==> src/hdl/mdr_pkg.sv <==
`timescale 1ns / 1ps
`default_nettype none

package mdr_pkg;

  localparam int CFG_ADDR_W = 3;
  localparam int CFG_DATA_W = 16;
  localparam int WAIT_W     = 16;

  typedef enum logic [CFG_ADDR_W-1:0] {
    CFG_SLIP_LVL      = 3'd0,
    CFG_MID_LVL       = 3'd1,
    CFG_CEIL_LVL      = 3'd2,
    CFG_SLIP_WAIT     = 3'd3,
    CFG_JUMP_WAIT     = 3'd4,
    CFG_RAMP_INTERVAL = 3'd5
  } cfg_idx_e;

  typedef enum logic [1:0] {
    PH_IDLE = 2'd0,
    PH_WAIT = 2'd1,
    PH_RAMP = 2'd2
  } phase_e;

  typedef struct packed {
    logic [WAIT_W-1:0] slip_wait;
    logic [WAIT_W-1:0] jump_wait;
    logic [WAIT_W-1:0] ramp_interval;
  } wait_cfg_t;

  localparam int RST_SLIP_LVL = 128;
  localparam int RST_MID_LVL  = 128;
  localparam int RST_CEIL_LVL = 255;
  localparam logic [WAIT_W-1:0] RST_SLIP_WAIT     = 16'd1000;
  localparam logic [WAIT_W-1:0] RST_JUMP_WAIT     = 16'd500;
  localparam logic [WAIT_W-1:0] RST_RAMP_INTERVAL = 16'd50;

endpackage

`default_nettype wire

==> src/hdl/motor_duty_ramp_with_slip_wait.sv <==
`timescale 1ns / 1ps
`default_nettype none

// Pipeline: input stage, then result stage; a transfer in loads the input stage and the item
// moves on when the result stage is empty or its result is taken. Throughput: one item per
// cycle unless out_ready_i stalls; the duty update is a single compare, add and count step.
// Reset: duty, goal and wait count clear to zero and the phase to idle; the configuration
// registers return to their defaults, and both pipeline stages come up empty.
module motor_duty_ramp_with_slip_wait
  import mdr_pkg::*;
#(
  parameter int DUTY_BITS = 8
) (
  input  wire logic                  clk_i,
  input  wire logic                  rst_ni,
  input  wire logic                  cfg_we_i,
  input  wire logic [CFG_ADDR_W-1:0] cfg_addr_i,
  input  wire logic [CFG_DATA_W-1:0] cfg_wdata_i,
  input  wire logic                  in_valid_i,
  output logic                       in_ready_o,
  input  wire logic                  func_i,
  input  wire logic [DUTY_BITS-1:0]  target_duty_i,
  output logic                       out_valid_o,
  input  wire logic                  out_ready_i,
  output logic      [DUTY_BITS-1:0]  duty_o,
  output logic                       busy_res_o
);

  logic [DUTY_BITS-1:0] slip_lvl, mid_lvl, ceil_lvl;
  wait_cfg_t            wait_cfg;

  logic                 s1_valid_q, s1_valid_d;
  logic                 s1_func_q;
  logic [DUTY_BITS-1:0] s1_target_q;
  logic                 out_valid_q, out_valid_d;
  logic                 advance;
  logic                 in_xfer;

  mdr_cfg #(.DUTY_BITS(DUTY_BITS)) u_cfg (
    .clk_i       (clk_i),
    .rst_ni      (rst_ni),
    .cfg_we_i    (cfg_we_i),
    .cfg_addr_i  (cfg_addr_i),
    .cfg_wdata_i (cfg_wdata_i),
    .slip_lvl_o  (slip_lvl),
    .mid_lvl_o   (mid_lvl),
    .ceil_lvl_o  (ceil_lvl),
    .wait_cfg_o  (wait_cfg)
  );

  assign advance    = s1_valid_q && (!out_valid_q || out_ready_i);
  assign in_ready_o = !s1_valid_q || advance;
  assign in_xfer    = in_valid_i && in_ready_o;

  always_comb begin
    s1_valid_d  = in_xfer ? 1'b1 : (advance ? 1'b0 : s1_valid_q);
    out_valid_d = advance ? 1'b1 : (out_ready_i ? 1'b0 : out_valid_q);
  end

  always_ff @(posedge clk_i or negedge rst_ni) begin
    if (!rst_ni) begin
      s1_valid_q  <= 1'b0;
      out_valid_q <= 1'b0;
    end else begin
      s1_valid_q  <= s1_valid_d;
      out_valid_q <= out_valid_d;
    end
  end

  always_ff @(posedge clk_i) begin
    if (in_xfer) begin
      s1_func_q   <= func_i;
      s1_target_q <= target_duty_i;
    end
  end

  mdr_step #(.DUTY_BITS(DUTY_BITS)) u_step (
    .clk_i       (clk_i),
    .rst_ni      (rst_ni),
    .en_i        (advance),
    .func_i      (s1_func_q),
    .target_i    (s1_target_q),
    .slip_lvl_i  (slip_lvl),
    .mid_lvl_i   (mid_lvl),
    .ceil_lvl_i  (ceil_lvl),
    .wait_cfg_i  (wait_cfg),
    .duty_o      (duty_o),
    .busy_o      (busy_res_o)
  );

  assign out_valid_o = out_valid_q;

endmodule

`default_nettype wire

==> src/hdl/mdr_cfg.sv <==
`timescale 1ns / 1ps
`default_nettype none

module mdr_cfg
  import mdr_pkg::*;
#(
  parameter int DUTY_BITS = 8
) (
  input  wire logic                  clk_i,
  input  wire logic                  rst_ni,
  input  wire logic                  cfg_we_i,
  input  wire logic [CFG_ADDR_W-1:0] cfg_addr_i,
  input  wire logic [CFG_DATA_W-1:0] cfg_wdata_i,
  output logic      [DUTY_BITS-1:0]  slip_lvl_o,
  output logic      [DUTY_BITS-1:0]  mid_lvl_o,
  output logic      [DUTY_BITS-1:0]  ceil_lvl_o,
  output wait_cfg_t                  wait_cfg_o
);

  logic [DUTY_BITS-1:0] slip_lvl_q, mid_lvl_q, ceil_lvl_q;
  wait_cfg_t            wait_cfg_q;

  always_ff @(posedge clk_i or negedge rst_ni) begin
    if (!rst_ni) begin
      slip_lvl_q               <= DUTY_BITS'(RST_SLIP_LVL);
      mid_lvl_q                <= DUTY_BITS'(RST_MID_LVL);
      ceil_lvl_q               <= DUTY_BITS'(RST_CEIL_LVL);
      wait_cfg_q.slip_wait     <= RST_SLIP_WAIT;
      wait_cfg_q.jump_wait     <= RST_JUMP_WAIT;
      wait_cfg_q.ramp_interval <= RST_RAMP_INTERVAL;
    end else if (cfg_we_i) begin
      case (cfg_addr_i)
        CFG_SLIP_LVL:      slip_lvl_q               <= cfg_wdata_i[DUTY_BITS-1:0];
        CFG_MID_LVL:       mid_lvl_q                <= cfg_wdata_i[DUTY_BITS-1:0];
        CFG_CEIL_LVL:      ceil_lvl_q               <= cfg_wdata_i[DUTY_BITS-1:0];
        CFG_SLIP_WAIT:     wait_cfg_q.slip_wait     <= cfg_wdata_i[WAIT_W-1:0];
        CFG_JUMP_WAIT:     wait_cfg_q.jump_wait     <= cfg_wdata_i[WAIT_W-1:0];
        CFG_RAMP_INTERVAL: wait_cfg_q.ramp_interval <= cfg_wdata_i[WAIT_W-1:0];
        default: ;
      endcase
    end
  end

  assign slip_lvl_o = slip_lvl_q;
  assign mid_lvl_o  = mid_lvl_q;
  assign ceil_lvl_o = ceil_lvl_q;
  assign wait_cfg_o = wait_cfg_q;

endmodule

`default_nettype wire

==> src/hdl/mdr_core.sv <==
`timescale 1ns / 1ps
`default_nettype none

module mdr_core
  import mdr_pkg::*;
#(
  parameter int DUTY_BITS = 8
) (
  input  wire logic [DUTY_BITS-1:0] base_duty_i,
  input  wire logic [DUTY_BITS-1:0] base_goal_i,
  input  wire logic [DUTY_BITS-1:0] ceil_lvl_i,
  input  wire logic [WAIT_W-1:0]    interval_i,
  output logic      [DUTY_BITS-1:0] step_duty_o,
  output phase_e                    step_phase_o,
  output logic      [WAIT_W-1:0]    step_wait_o
);

  logic [DUTY_BITS:0] step_next;
  logic               step_ok;

  // A step is taken only if it stays at or below both the goal and the ceiling.
  always_comb begin
    step_next    = {1'b0, base_duty_i} + (DUTY_BITS+1)'(1);
    step_ok      = (step_next <= {1'b0, base_goal_i}) && (step_next <= {1'b0, ceil_lvl_i});
    step_duty_o  = base_duty_i;
    step_phase_o = PH_IDLE;
    step_wait_o  = '0;
    if (step_ok) begin
      step_duty_o = step_next[DUTY_BITS-1:0];
      if (step_next[DUTY_BITS-1:0] != base_goal_i) begin
        step_phase_o = PH_RAMP;
        step_wait_o  = interval_i;
      end
    end
  end

endmodule

`default_nettype wire

==> src/hdl/mdr_step.sv <==
`timescale 1ns / 1ps
`default_nettype none

module mdr_step
  import mdr_pkg::*;
#(
  parameter int DUTY_BITS = 8
) (
  input  wire logic                 clk_i,
  input  wire logic                 rst_ni,
  input  wire logic                 en_i,
  input  wire logic                 func_i,
  input  wire logic [DUTY_BITS-1:0] target_i,
  input  wire logic [DUTY_BITS-1:0] slip_lvl_i,
  input  wire logic [DUTY_BITS-1:0] mid_lvl_i,
  input  wire logic [DUTY_BITS-1:0] ceil_lvl_i,
  input  wait_cfg_t                 wait_cfg_i,
  output logic      [DUTY_BITS-1:0] duty_o,
  output logic                      busy_o
);

  logic [DUTY_BITS-1:0] duty_q, duty_d;
  logic [DUTY_BITS-1:0] goal_q, goal_d;
  phase_e               phase_q, phase_d;
  logic [WAIT_W-1:0]    wait_q, wait_d;
  logic [DUTY_BITS-1:0] res_duty_q;
  logic                 res_busy_q;

  logic [DUTY_BITS-1:0] base_duty, base_goal;
  logic [DUTY_BITS-1:0] step_duty;
  phase_e               step_phase;
  logic [WAIT_W-1:0]    step_wait;
  logic [WAIT_W-1:0]    first_wait;
  logic [WAIT_W-1:0]    interval;

  // One ramp step, starting from the slip duty on a command or the current duty on a tick.
  always_comb begin
    base_duty = func_i ? slip_lvl_i : duty_q;
    base_goal = func_i ? target_i : goal_q;
    interval  = (wait_cfg_i.ramp_interval == '0) ? WAIT_W'(1) : wait_cfg_i.ramp_interval;
  end

  mdr_core #(.DUTY_BITS(DUTY_BITS)) u_core (
    .base_duty_i  (base_duty),
    .base_goal_i  (base_goal),
    .ceil_lvl_i   (ceil_lvl_i),
    .interval_i   (interval),
    .step_duty_o  (step_duty),
    .step_phase_o (step_phase),
    .step_wait_o  (step_wait)
  );

  always_comb begin
    first_wait = (slip_lvl_i <= mid_lvl_i) ? wait_cfg_i.slip_wait : wait_cfg_i.jump_wait;
    duty_d     = duty_q;
    goal_d     = goal_q;
    phase_d    = phase_q;
    wait_d     = wait_q;
    if (func_i) begin
      goal_d = target_i;
      if (target_i <= slip_lvl_i) begin
        duty_d  = target_i;
        phase_d = PH_IDLE;
        wait_d  = '0;
      end else if (first_wait == '0) begin
        duty_d  = step_duty;
        phase_d = step_phase;
        wait_d  = step_wait;
      end else begin
        duty_d  = slip_lvl_i;
        phase_d = PH_WAIT;
        wait_d  = first_wait;
      end
    end else begin
      case (phase_q)
        PH_WAIT, PH_RAMP: begin
          if (wait_q <= WAIT_W'(1)) begin
            duty_d  = step_duty;
            phase_d = step_phase;
            wait_d  = step_wait;
          end else begin
            wait_d = wait_q - WAIT_W'(1);
          end
        end
        default: ;
      endcase
    end
  end

  always_ff @(posedge clk_i or negedge rst_ni) begin
    if (!rst_ni) begin
      duty_q  <= '0;
      goal_q  <= '0;
      phase_q <= PH_IDLE;
      wait_q  <= '0;
    end else if (en_i) begin
      duty_q  <= duty_d;
      goal_q  <= goal_d;
      phase_q <= phase_d;
      wait_q  <= wait_d;
    end
  end

  always_ff @(posedge clk_i) begin
    if (en_i) begin
      res_duty_q <= duty_d;
      res_busy_q <= (phase_d == PH_WAIT) || (phase_d == PH_RAMP);
    end
  end

  assign duty_o = res_duty_q;
  assign busy_o = res_busy_q;

endmodule

`default_nettype wire

==> config.mk <==
export PLATFORM = sky130hd
export DESIGN_NAME = motor_duty_ramp_with_slip_wait
export DESIGN_NICKNAME = d
export VERILOG_FILES = /design/src/hdl/mdr_pkg.sv /design/src/hdl/motor_duty_ramp_with_slip_wait.sv /design/src/hdl/mdr_cfg.sv /design/src/hdl/mdr_core.sv /design/src/hdl/mdr_step.sv
export SDC_FILE = /design/constraint.sdc
export NUM_CORES = 1
export LEC_CHECK = 0
export BUFFER_PORTS_ARGS = -buffer_cell sky130_fd_sc_hd__buf_2
export CORE_MARGIN = 3
export CORE_UTILIZATION = 60
export CTS_BUF_LIST = sky130_fd_sc_hd__clkbuf_8
export DETAILED_ROUTE_END_ITERATION = 10
export GPL_TIMING_DRIVEN = 0
export PLACE_DENSITY = 0.9
export SLEW_MARGIN = 20
export SYNTH_ARGS = -nofsm -noshare
export SYNTH_HDL_FRONTEND = slang
export SYNTH_SLANG_ARGS = --single-unit
==> constraint.sdc <==
create_clock -name clk_i -period 5.8 [get_ports clk_i]
set_clock_uncertainty 0.15 [all_clocks]
set_input_delay 0.58 -clock clk_i [delete_from_list [all_inputs] [get_ports clk_i]]
set_output_delay 0.58 -clock clk_i [all_outputs]
set_load 0.1 [all_outputs]
==> flow_summary_export.csv, run 1 <==
group,metric,value,unit
cells_and_area,n_fill_cell,920,
status,status,"completed",
sta,whs,0.136,ns
sta,finalHoldViolCount,0,
clock_tree,clock_path_buffers,2,
die,io_pins,44,
clock_tree,root_buffer,"clkbuf_8",
logic_synthesis,synth_ff_type,"dfrtp_1",
placement,globalplace.congestion,0.995,
placement,port_buffers,43,
power,p_per_area,438,nW/um2
clock_tree,cts_tree,"built",
die,die_y,118,um
clock_tree,cts.sinks,126,
cells_and_area,syn_to_final_growth,11.8,%
worst_setup_path,criticalPathCategory,"reg2reg",
logic_synthesis,netlist_top_cells_area,"dfrtp_1 (28%), dfstp_2 (8.7%), mux2_2 (8.4%), edfxtp_1 (7.2%), ha_1 (5.3%)",
logic_synthesis,seq_area_frac_synth,43.5,%
worst_setup_path,path_buf_inv,7,
logic_synthesis,synth_top_area_share,27.6,%
power,p_leak,3.58,nW
logic_synthesis,avgSynthCellArea,9.87,um2
logic_synthesis,ys_types,68,
clock_tree,clk_latency,0.47,ns
cells_and_area,seqCellArea,3270,um2
clock_tree,cts_buffers,17,
route,viasPerCell,6.39,
grt,grt.overflow.total,0,
route,drt_first_pass_iters,5,
die,rows,40,
job,drv_cap,0,
sta,fin_crit,5.40,ns
worst_setup_path,critPathCaptureType,"register",
die,die_x,118,um
worst_setup_path,path_max_fanout,19,
route,route.detailed.drc,0,
worst_setup_path,start_kind,"register",
grt,grt_max_degree,84,
placement,dp_hpwl,14.8,mm
logic_synthesis,syn_nets,827,
sta,fin_tns_setup,0,ns
worst_setup_path,cpPeakStageDelay,0.59,ns
worst_setup_path,crit_chain,"buf_6 > buf_8 > clkbuf_2 > clkbuf_2 > clkbuf_2 > a21o_1 > ha_1 > nand4_1 > and2_1 > xor2_1 > ha_1 > and3_1 > nand2_1 > a211oi_1 > or4bb_1 > a22oi_4 > and2_1 > buf_6 > buf_6 > nor2_1 > o32ai_2",
sta,grt_setup_unrepaired,"no",
clock_tree,clkTransAtPathRegs,0.08,ns
route,drt_iter0_markers,764,
worst_setup_path,cp.required,5.94,ns
clock_tree,cts_setup_buffers,0,
sta,tightest_slew,0.914,ns
sta,period_share,93.1,%
cells_and_area,multi_input_area,3950,um2
sta,slew_viol_final,0,
die,die_area,13900,um2
die,core_area,12100,um2
logic_synthesis,yosys_warnings,0,
route,routed_wl,20.4,mm
cells_and_area,drive_gt1_share,21.7,%
logic_synthesis,synth.cell_area,7520,um2
power,max-vdd-ir-drop,0.248,mV
sta,setup_violations,0,
worst_setup_path,cp_slowest_cell,"or4bb_1",
route,wl_per_cell,20.3,um
logic_synthesis,yosys.area.top_type,"dfrtp_1",
worst_setup_path,cp_top_family,"buffers and inverters",
worst_setup_path,cp.arrival,5.54,ns
grt,antenna_found_initial,0,
cells_and_area,final_nets,890,
route,ant_nets,0,
sta,slew_headroom,38.7,%
grt,grtUsageTotal,30.0,%
clock_tree,h-tree-depth,4,
logic_synthesis,async_flop_share,85.7,%
cells_and_area,antenna_cells,0,
grt,grt_pass1_vias,6189,
worst_hold_path,hold_path.class,"in2reg",
die,start_util,62.1,%
logic_synthesis,synth_edf_count,18,
grt,grt_pass1_wl,32.8,mm
sta,max_freq,185,MHz
route,vias,6433,
logic_synthesis,yosys_register_bits,126,
logic_synthesis,syn_inst,762,
## layout make-up
type / count / share of cell area [%]
well taps: 168 / 2.50
clock inverters: 14 / 2.04
plain buffers: 32 / 1.96
flip-flops and latches: 126 / 38.9
clock buffers: 18 / 2.95
inverters: 35 / 1.56
repair buffers: 45 / 3.08
multi-input cells: 568 / 47.0
## path summary, 6_finish.rpt
kind / from / to / slack (ns) / cells after the start
worst min-delay path: target_duty_i[5] / s1_target_q[5]$_DFFE_PP_ / 0.14 / 1
min in group asynchronous: rst_ni / u_step.wait_q[11]$_DFFE_PN0P_ / 0.40 / 2
worst max register to register: s1_func_q$_DFFE_PP_ / u_step.busy_o$_DFFE_PP_ / 0.40 / 21
max in group asynchronous: rst_ni / u_cfg.slip_lvl_o[7]$_DFFE_PN1P_ / 4.37 / 3
worst max-delay path: s1_func_q$_DFFE_PP_ / u_step.busy_o$_DFFE_PP_ / 0.40 / 21
worst min register to register: u_step.goal_q[3]$_DFFE_PN0P_ / u_step.goal_q[3]$_DFFE_PN0P_ / 0.34 / 2
## metrics by stage
stage,power [mW],std cells,setup slack (ns),util (%),area [um2]
2_1_floorplan,2.42,762,0.929,-,7520
5_1_grt,3.87,1006,0.199,69.4,8410
4_1_cts,3.63,1007,0.0475,69.4,8410
3_3_place_gp,2.74,973,-0.242,65.6,7950
6_report,3.68,1006,0.400,69.4,8410
3_5_place_dp,2.81,974,-0.239,65.9,7980
## synth_stat cells, drive strengths merged (10+ instances only)
library cell   n
dfrtp         83
buf           11
xnor2         10
inv           35
edfxtp        18
nand3         11
mux2i         34
nor2          54
nand2b        10
a21oi         37
nand2         83
a31oi         19
dfstp         25
clkbuf        22
nor2b         11
nor4          13
ha            32
xor2          10
nor3          13
o21ai         65
mux2          56
## logic make-up after synthesis
kind of cell / share of synthesized area, %
compound gates: 16.4
xor+xnor: 2.33
fa+ha+maj: 5.32
buf+inv: 3.94
flops: 43.5
mux: 13.2
simple gates: 15.2
## metal layers
metal,vias to the layer above,GRT usage (%),part of all wire [%]
li1,2917,-,-
met3,73,6.68,10
met1,3045,41.8,41
met5,-,0,0
met4,0,13.0,3.7
met2,398,45.4,45
## sequential cells by signal, summed over array words and instances, names as in the netlist
register          cells
out_valid_o           1
s1_func_q             1
s1_target_q           8
s1_valid_q            1
u_cfg.ceil_lvl_o      8
u_cfg.mid_lvl_o       8
u_cfg.slip_lvl_o      8
u_cfg.wait_cfg_o     48
u_step.busy_o         1
u_step.duty_o         8
u_step.duty_q         8
u_step.goal_q         8
u_step.phase_q        2
u_step.wait_q        16
## worst register-to-register path, stage by stage, from the launching register on
cell and delay [ns]:
edfxtp_1 0.35, buf_6 0.15, buf_8 0.20, clkbuf_2 0.27
clkbuf_2 0.32, clkbuf_2 0.32, a21o_1 0.22, ha_1 0.28
nand4_1 0.21, and2_1 0.25, xor2_1 0.29, ha_1 0.31
and3_1 0.17, nand2_1 0.07, a211oi_1 0.04, or4bb_1 0.59
a22oi_4 0.25, and2_1 0.19, buf_6 0.15, buf_6 0.17
nor2_1 0.06, o32ai_2 0.22
## layout by cell type (no fill, tap or decap), types with 4 or more instances in the layout
| master | count |
|---|---|
| inv_6 | 5 |
| o211ai_1 | 4 |
| o22ai_1 | 8 |
| a221oi_1 | 8 |
| clkbuf_8 | 18 |
| nand3_1 | 11 |
| and3_1 | 9 |
| nor2b_1 | 11 |
| o21a_1 | 4 |
| edfxtp_1 | 18 |
| o32ai_1 | 4 |
| ha_1 | 32 |
| xnor2_1 | 10 |
| nand2_1 | 83 |
| a211oi_1 | 5 |
| mux2i_1 | 32 |
| inv_1 | 34 |
| dfrtp_1 | 83 |
| dfstp_2 | 25 |
| nor3_1 | 13 |
| nor2_1 | 54 |
| nor4_1 | 13 |
| nand2b_1 | 10 |
| xor2_1 | 10 |
| buf_6 | 4 |
| nand4_1 | 8 |
| mux2_2 | 56 |
| a31oi_1 | 17 |
| buf_2 | 45 |
| a21o_1 | 7 |
| clkbuf_1 | 18 |
| a21oi_1 | 37 |
| o21ai_0 | 62 |
| and2_1 | 7 |
## timing repair
| action | CTS | global route |
|---|---|---|
| gates cloned | 0 | 0 |
| hold buffers | 1 | 0 |
| endpoints found under the hold margin | 25 | 0 |
| gates resized for setup | 2 | 2 |
| setup endpoints to repair | 23 | 34 |
## power breakdown
group	internal (mW)	switching (mW)	leakage, nW	total (mW)
registers	1.15	0.234	1.43	1.39
clock network	0.410	0.411	0.211	0.820
logic	0.581	0.893	1.94	1.47
total	2.14	1.54	3.58	3.68
Note: power is estimated with default switching activity, not from simulation.
==> run 2: changes to the inputs <==
--- a/config.mk
+++ b/config.mk
@@ -5,14 +5,16 @@
 export SDC_FILE = /design/constraint.sdc
 export NUM_CORES = 1
 export LEC_CHECK = 0
+export ABC_AREA = 1
 export BUFFER_PORTS_ARGS = -buffer_cell sky130_fd_sc_hd__buf_2
 export CORE_MARGIN = 3
 export CORE_UTILIZATION = 60
 export CTS_BUF_LIST = sky130_fd_sc_hd__clkbuf_8
 export DETAILED_ROUTE_END_ITERATION = 10
 export GPL_TIMING_DRIVEN = 0
-export PLACE_DENSITY = 0.9
+export PLACE_DENSITY = 0.89
 export SLEW_MARGIN = 20
 export SYNTH_ARGS = -nofsm -noshare
 export SYNTH_HDL_FRONTEND = slang
+export SYNTH_HIERARCHICAL = 1
 export SYNTH_SLANG_ARGS = --single-unit
==> run 2 against run 1 <==
Net effect:
- register-to-register slack better by 0.61 ns
- synthesized area up 7.7%
- via count up 19%
- critical path type unchanged
- largest cell class unchanged
- highest routed layer unchanged
==> flow_summary_export.csv, run 2 <==
group,metric,value,unit
logic_synthesis,synth_edf_count,18,
cells_and_area,final_cell_mix,"nand2_1 (415), inv_1 (139), nand3_1 (105)",
grt,grtUsageTotal,28.7,%
sta,period_share,82.6,%
logic_synthesis,yosys_register_bits,126,
worst_setup_path,cpPeakStageDelay,0.43,ns
worst_setup_path,rrSetupSlack,1.01,ns
worst_setup_path,path_buf_inv,4,
cells_and_area,final_nets,1275,
sta,slew_viol_final,0,
route,vias,7669,
logic_synthesis,syn_nets,1211,
route,route.detailed.drc,0,
worst_hold_path,holdPathEnd,"s1_target_q[1]$_DFFE_PP_",
worst_setup_path,criticalPathCategory,"reg2reg",
sta,tightest_slew,0.975,ns
power,p_sw_share,43.3,%
grt,grt_pass1_wl,33.7,mm
placement,place_inst,1359,
logic_synthesis,syn_inst,1143,
clock_tree,h-tree-depth,4,
worst_setup_path,reg2reg_from,"s1_func_q$_DFFE_PP_",
sta,fin_tns_setup,0,ns
sta,grt_setup_unrepaired,"no",
die,die_x,122,um
cells_and_area,syn_to_final_growth,10.7,%
power,finalPower,3.53,mW
worst_setup_path,cp.required,6.03,ns
logic_synthesis,seq_area_frac_synth,40.4,%
sta,whs,0.155,ns
worst_setup_path,worstReg2RegEnd,"u_step/wait_q[8]$_DFFE_PN0P_",
die,die_y,122,um
grt,antenna_found_initial,0,
placement,port_buffers,43,
power,p_comb_share,42.3,%
logic_synthesis,netlist_top_cells_area,"dfrtp_1 (26%), nand2_1 (19%), dfstp_2 (8.1%), edfxtp_1 (6.7%), nand3_1 (6.5%)",
sta,setup_violations,0,
power,p_per_area,394,nW/um2
worst_setup_path,cp.arrival,5.02,ns
cells_and_area,final_core_util,69.3,%
placement,dpl_cell_area,8560,um2
worst_setup_path,reg2reg_depth,20,
placement,dp_slack,1.18,ns
clock_tree,cts_buffers,17,
route,drt_first_pass_iters,7,
cells_and_area,largest_reg_flops,48,
route,routed_wl,20.4,mm
logic_synthesis,yosysMostFrequentCell,"nand2_1",
worst_hold_path,hold_path.class,"in2reg",
sta,max_freq,209,MHz
route,drt_iter0_markers,779,
die,rows,41,
die,start_util,62.6,%
logic_synthesis,yosys_warnings,6,
worst_setup_path,critPathCaptureType,"register",
worst_setup_path,crit_chain,"clkbuf_1 > clkbuf_1 > nand2_1 > o21ai_0 > ha_1 > nand3_2 > nor2_2 > xor2_1 > ha_1 > a21o_1 > a21oi_1 > nand2_1 > nand2_2 > nand3_4 > buf_4 > nor2_1 > o22ai_1 > o21ai_0 > inv_1 > a21oi_1",
placement,dp_hpwl,15.1,mm
logic_synthesis,synth.cell_area,8100,um2
clock_tree,clkTransAtPathRegs,0.08,ns
worst_setup_path,cp_top_family,"compound AO/OA/AOI/OAI gates",
worst_hold_path,hp-start,"target_duty_i[1]",
worst_hold_path,holdPathStages,1,
clock_tree,clk_latency,0.46,ns
clock_tree,clock_path_buffers,2,
power,p_leak,4.73,nW
clock_tree,root_buffer,"clkbuf_8",
die,io_pins,44,
worst_setup_path,start_kind,"register",
cells_and_area,fin_cells,1392,
cells_and_area,antenna_cells,0,
worst_setup_path,path_max_fanout,10,
power,p_clk_share,21.6,%
grt,grt_max_degree,81,
status,status,"completed",
cells_and_area,final_common_cell,"nand2_1",
cells_and_area,fin_area,8960,um2
worst_setup_path,cp_slowest_cell,"edfxtp_1",
worst_setup_path,crit_cells,20,
power,internal_power,2.00,mW
logic_synthesis,ys_types,42,
route,ant_nets,0,
logic_synthesis,avgSynthCellArea,7.08,um2
logic_synthesis,synth_ff_type,"dfrtp_1",
job,drv_cap,0,
route,wl_per_cell,14.6,um
grt,grt.overflow.total,0,
power,switchingPower,1.53,mW
route,viasPerCell,5.51,
logic_synthesis,yosys-top-cells-count,"nand2_1 (415), inv_1 (138), nand3_1 (105)",
clock_tree,cts.sinks,126,
die,core_area,12900,um2
power,max-vdd-ir-drop,0.215,mV
sta,fin_crit,4.79,ns
sta,fin_ws,1.01,ns
clock_tree,cts_tree,"built",
logic_synthesis,synth_top_area_share,25.7,%
sta,slew_headroom,35.0,%
die,die_area,14900,um2
logic_synthesis,yosys.area.top_type,"dfrtp_1",
logic_synthesis,async_flop_share,85.7,%
grt,grt_pass1_vias,7117,
cells_and_area,drive_gt1_share,13.0,%
sta,finalHoldViolCount,0,
power,pwr-share-seq,36.0,%
placement,globalplace.congestion,0.913,
-- run 2: changes by cell type after synthesis, moves of 9 or more --
cell,delta
mux2i_1,-32
inv_1,+104
nand2_1,+332
o21ai_1,+9
nor2_1,+12
nor3_1,-9
o21ai_0,-13
nand2b_1,-10
a31oi_1,-15
buf_2,+12
mux2_2,-56
nand3_1,+94
nor2b_1,-11
-- run 2: how the worst max path moves through the flow --
stage	startpoint	slack [ns]	endpoint
global route	s1_func_q$_DFFE_PP_	0.67	u_step/wait_q[8]$_DFFE_PN0P_
global placement	s1_func_q$_DFFE_PP_	1.31	u_step/duty_o[3]$_DFFE_PP_
CTS	s1_func_q$_DFFE_PP_	1.13	u_step/wait_q[8]$_DFFE_PN0P_
floorplan	s1_func_q$_DFFE_PP_	2.04	u_step/duty_o[6]$_DFFE_PP_
finish	s1_func_q$_DFFE_PP_	1.01	u_step/wait_q[8]$_DFFE_PN0P_
detailed placement	s1_func_q$_DFFE_PP_	1.18	u_step/wait_q[8]$_DFFE_PN0P_
-- run 2: worst register-to-register path: stages (launching register included) --
cell	delay [ns]
edfxtp_1	0.43
clkbuf_1	0.42
clkbuf_1	0.36
nand2_1	0.09
o21ai_0	0.32
ha_1	0.33
nand3_2	0.12
nor2_2	0.19
xor2_1	0.29
ha_1	0.30
a21o_1	0.18
a21oi_1	0.19
nand2_1	0.11
nand2_2	0.20
nand3_4	0.15
buf_4	0.20
nor2_1	0.16
o22ai_1	0.11
o21ai_0	0.21
inv_1	0.08
a21oi_1	0.14
-- run 2: logic make-up (layout without fill, tap and decap cells) --
logic type                 count (synthesis)  after routing  share of synthesized area [%]
other                                      1              1                         0.0463
AOI/OAI and AO/OA                        122            122                           7.99
DFF                                      126            126                           40.4
and+or+nand+nor                          648            648                           34.8
xor gates and xnor gates                  10             10                           1.08
adders and majority gates                 35             35                           5.41
buffers and inverters                    201            278                           10.2
-- run 2: final cells by class --
| cell class | instances | area [um2] |
|---|---|---|
| clock buffer | 17 | 234 |
| fill | 1085 | 3960 |
| timing repair buffer | 45 | 259 |
| multi-input combinational | 816 | 4000 |
| inverter | 146 | 548 |
| clock inverter | 15 | 161 |
| tap | 172 | 215 |
| sequential | 126 | 3270 |
| buffer | 55 | 278 |
-- run 2: layer usage --
layer	up-vias	share of wire, %	global-route usage [%]
met3	47	8.8	6.17
met2	361	46	45.3
met1	3495	43	39.3
li1	3766	-	-
met5	-	0	0
met4	0	2.4	10.3
-- run 2: repair_timing --
| item | in CTS | in global routing |
|---|---|---|
| hold buffers | 1 | 0 |
| setup buffers | 0 | 0 |
| endpoints found under the hold margin | 16 | 0 |
| resized for setup | 0 | 0 |
-- run 2: power by group through the flow --
stage | logic [mW] | clock network [mW] | registers [mW]
2_1_floorplan | 1.05 | 0 | 1.32
3_3_place_gp | 1.40 | 0 | 1.27
3_5_place_dp | 1.45 | 0 | 1.28
4_1_cts | 1.46 | 0.778 | 1.27
5_1_grt | 1.67 | 0.817 | 1.30
6_report | 1.49 | 0.764 | 1.27
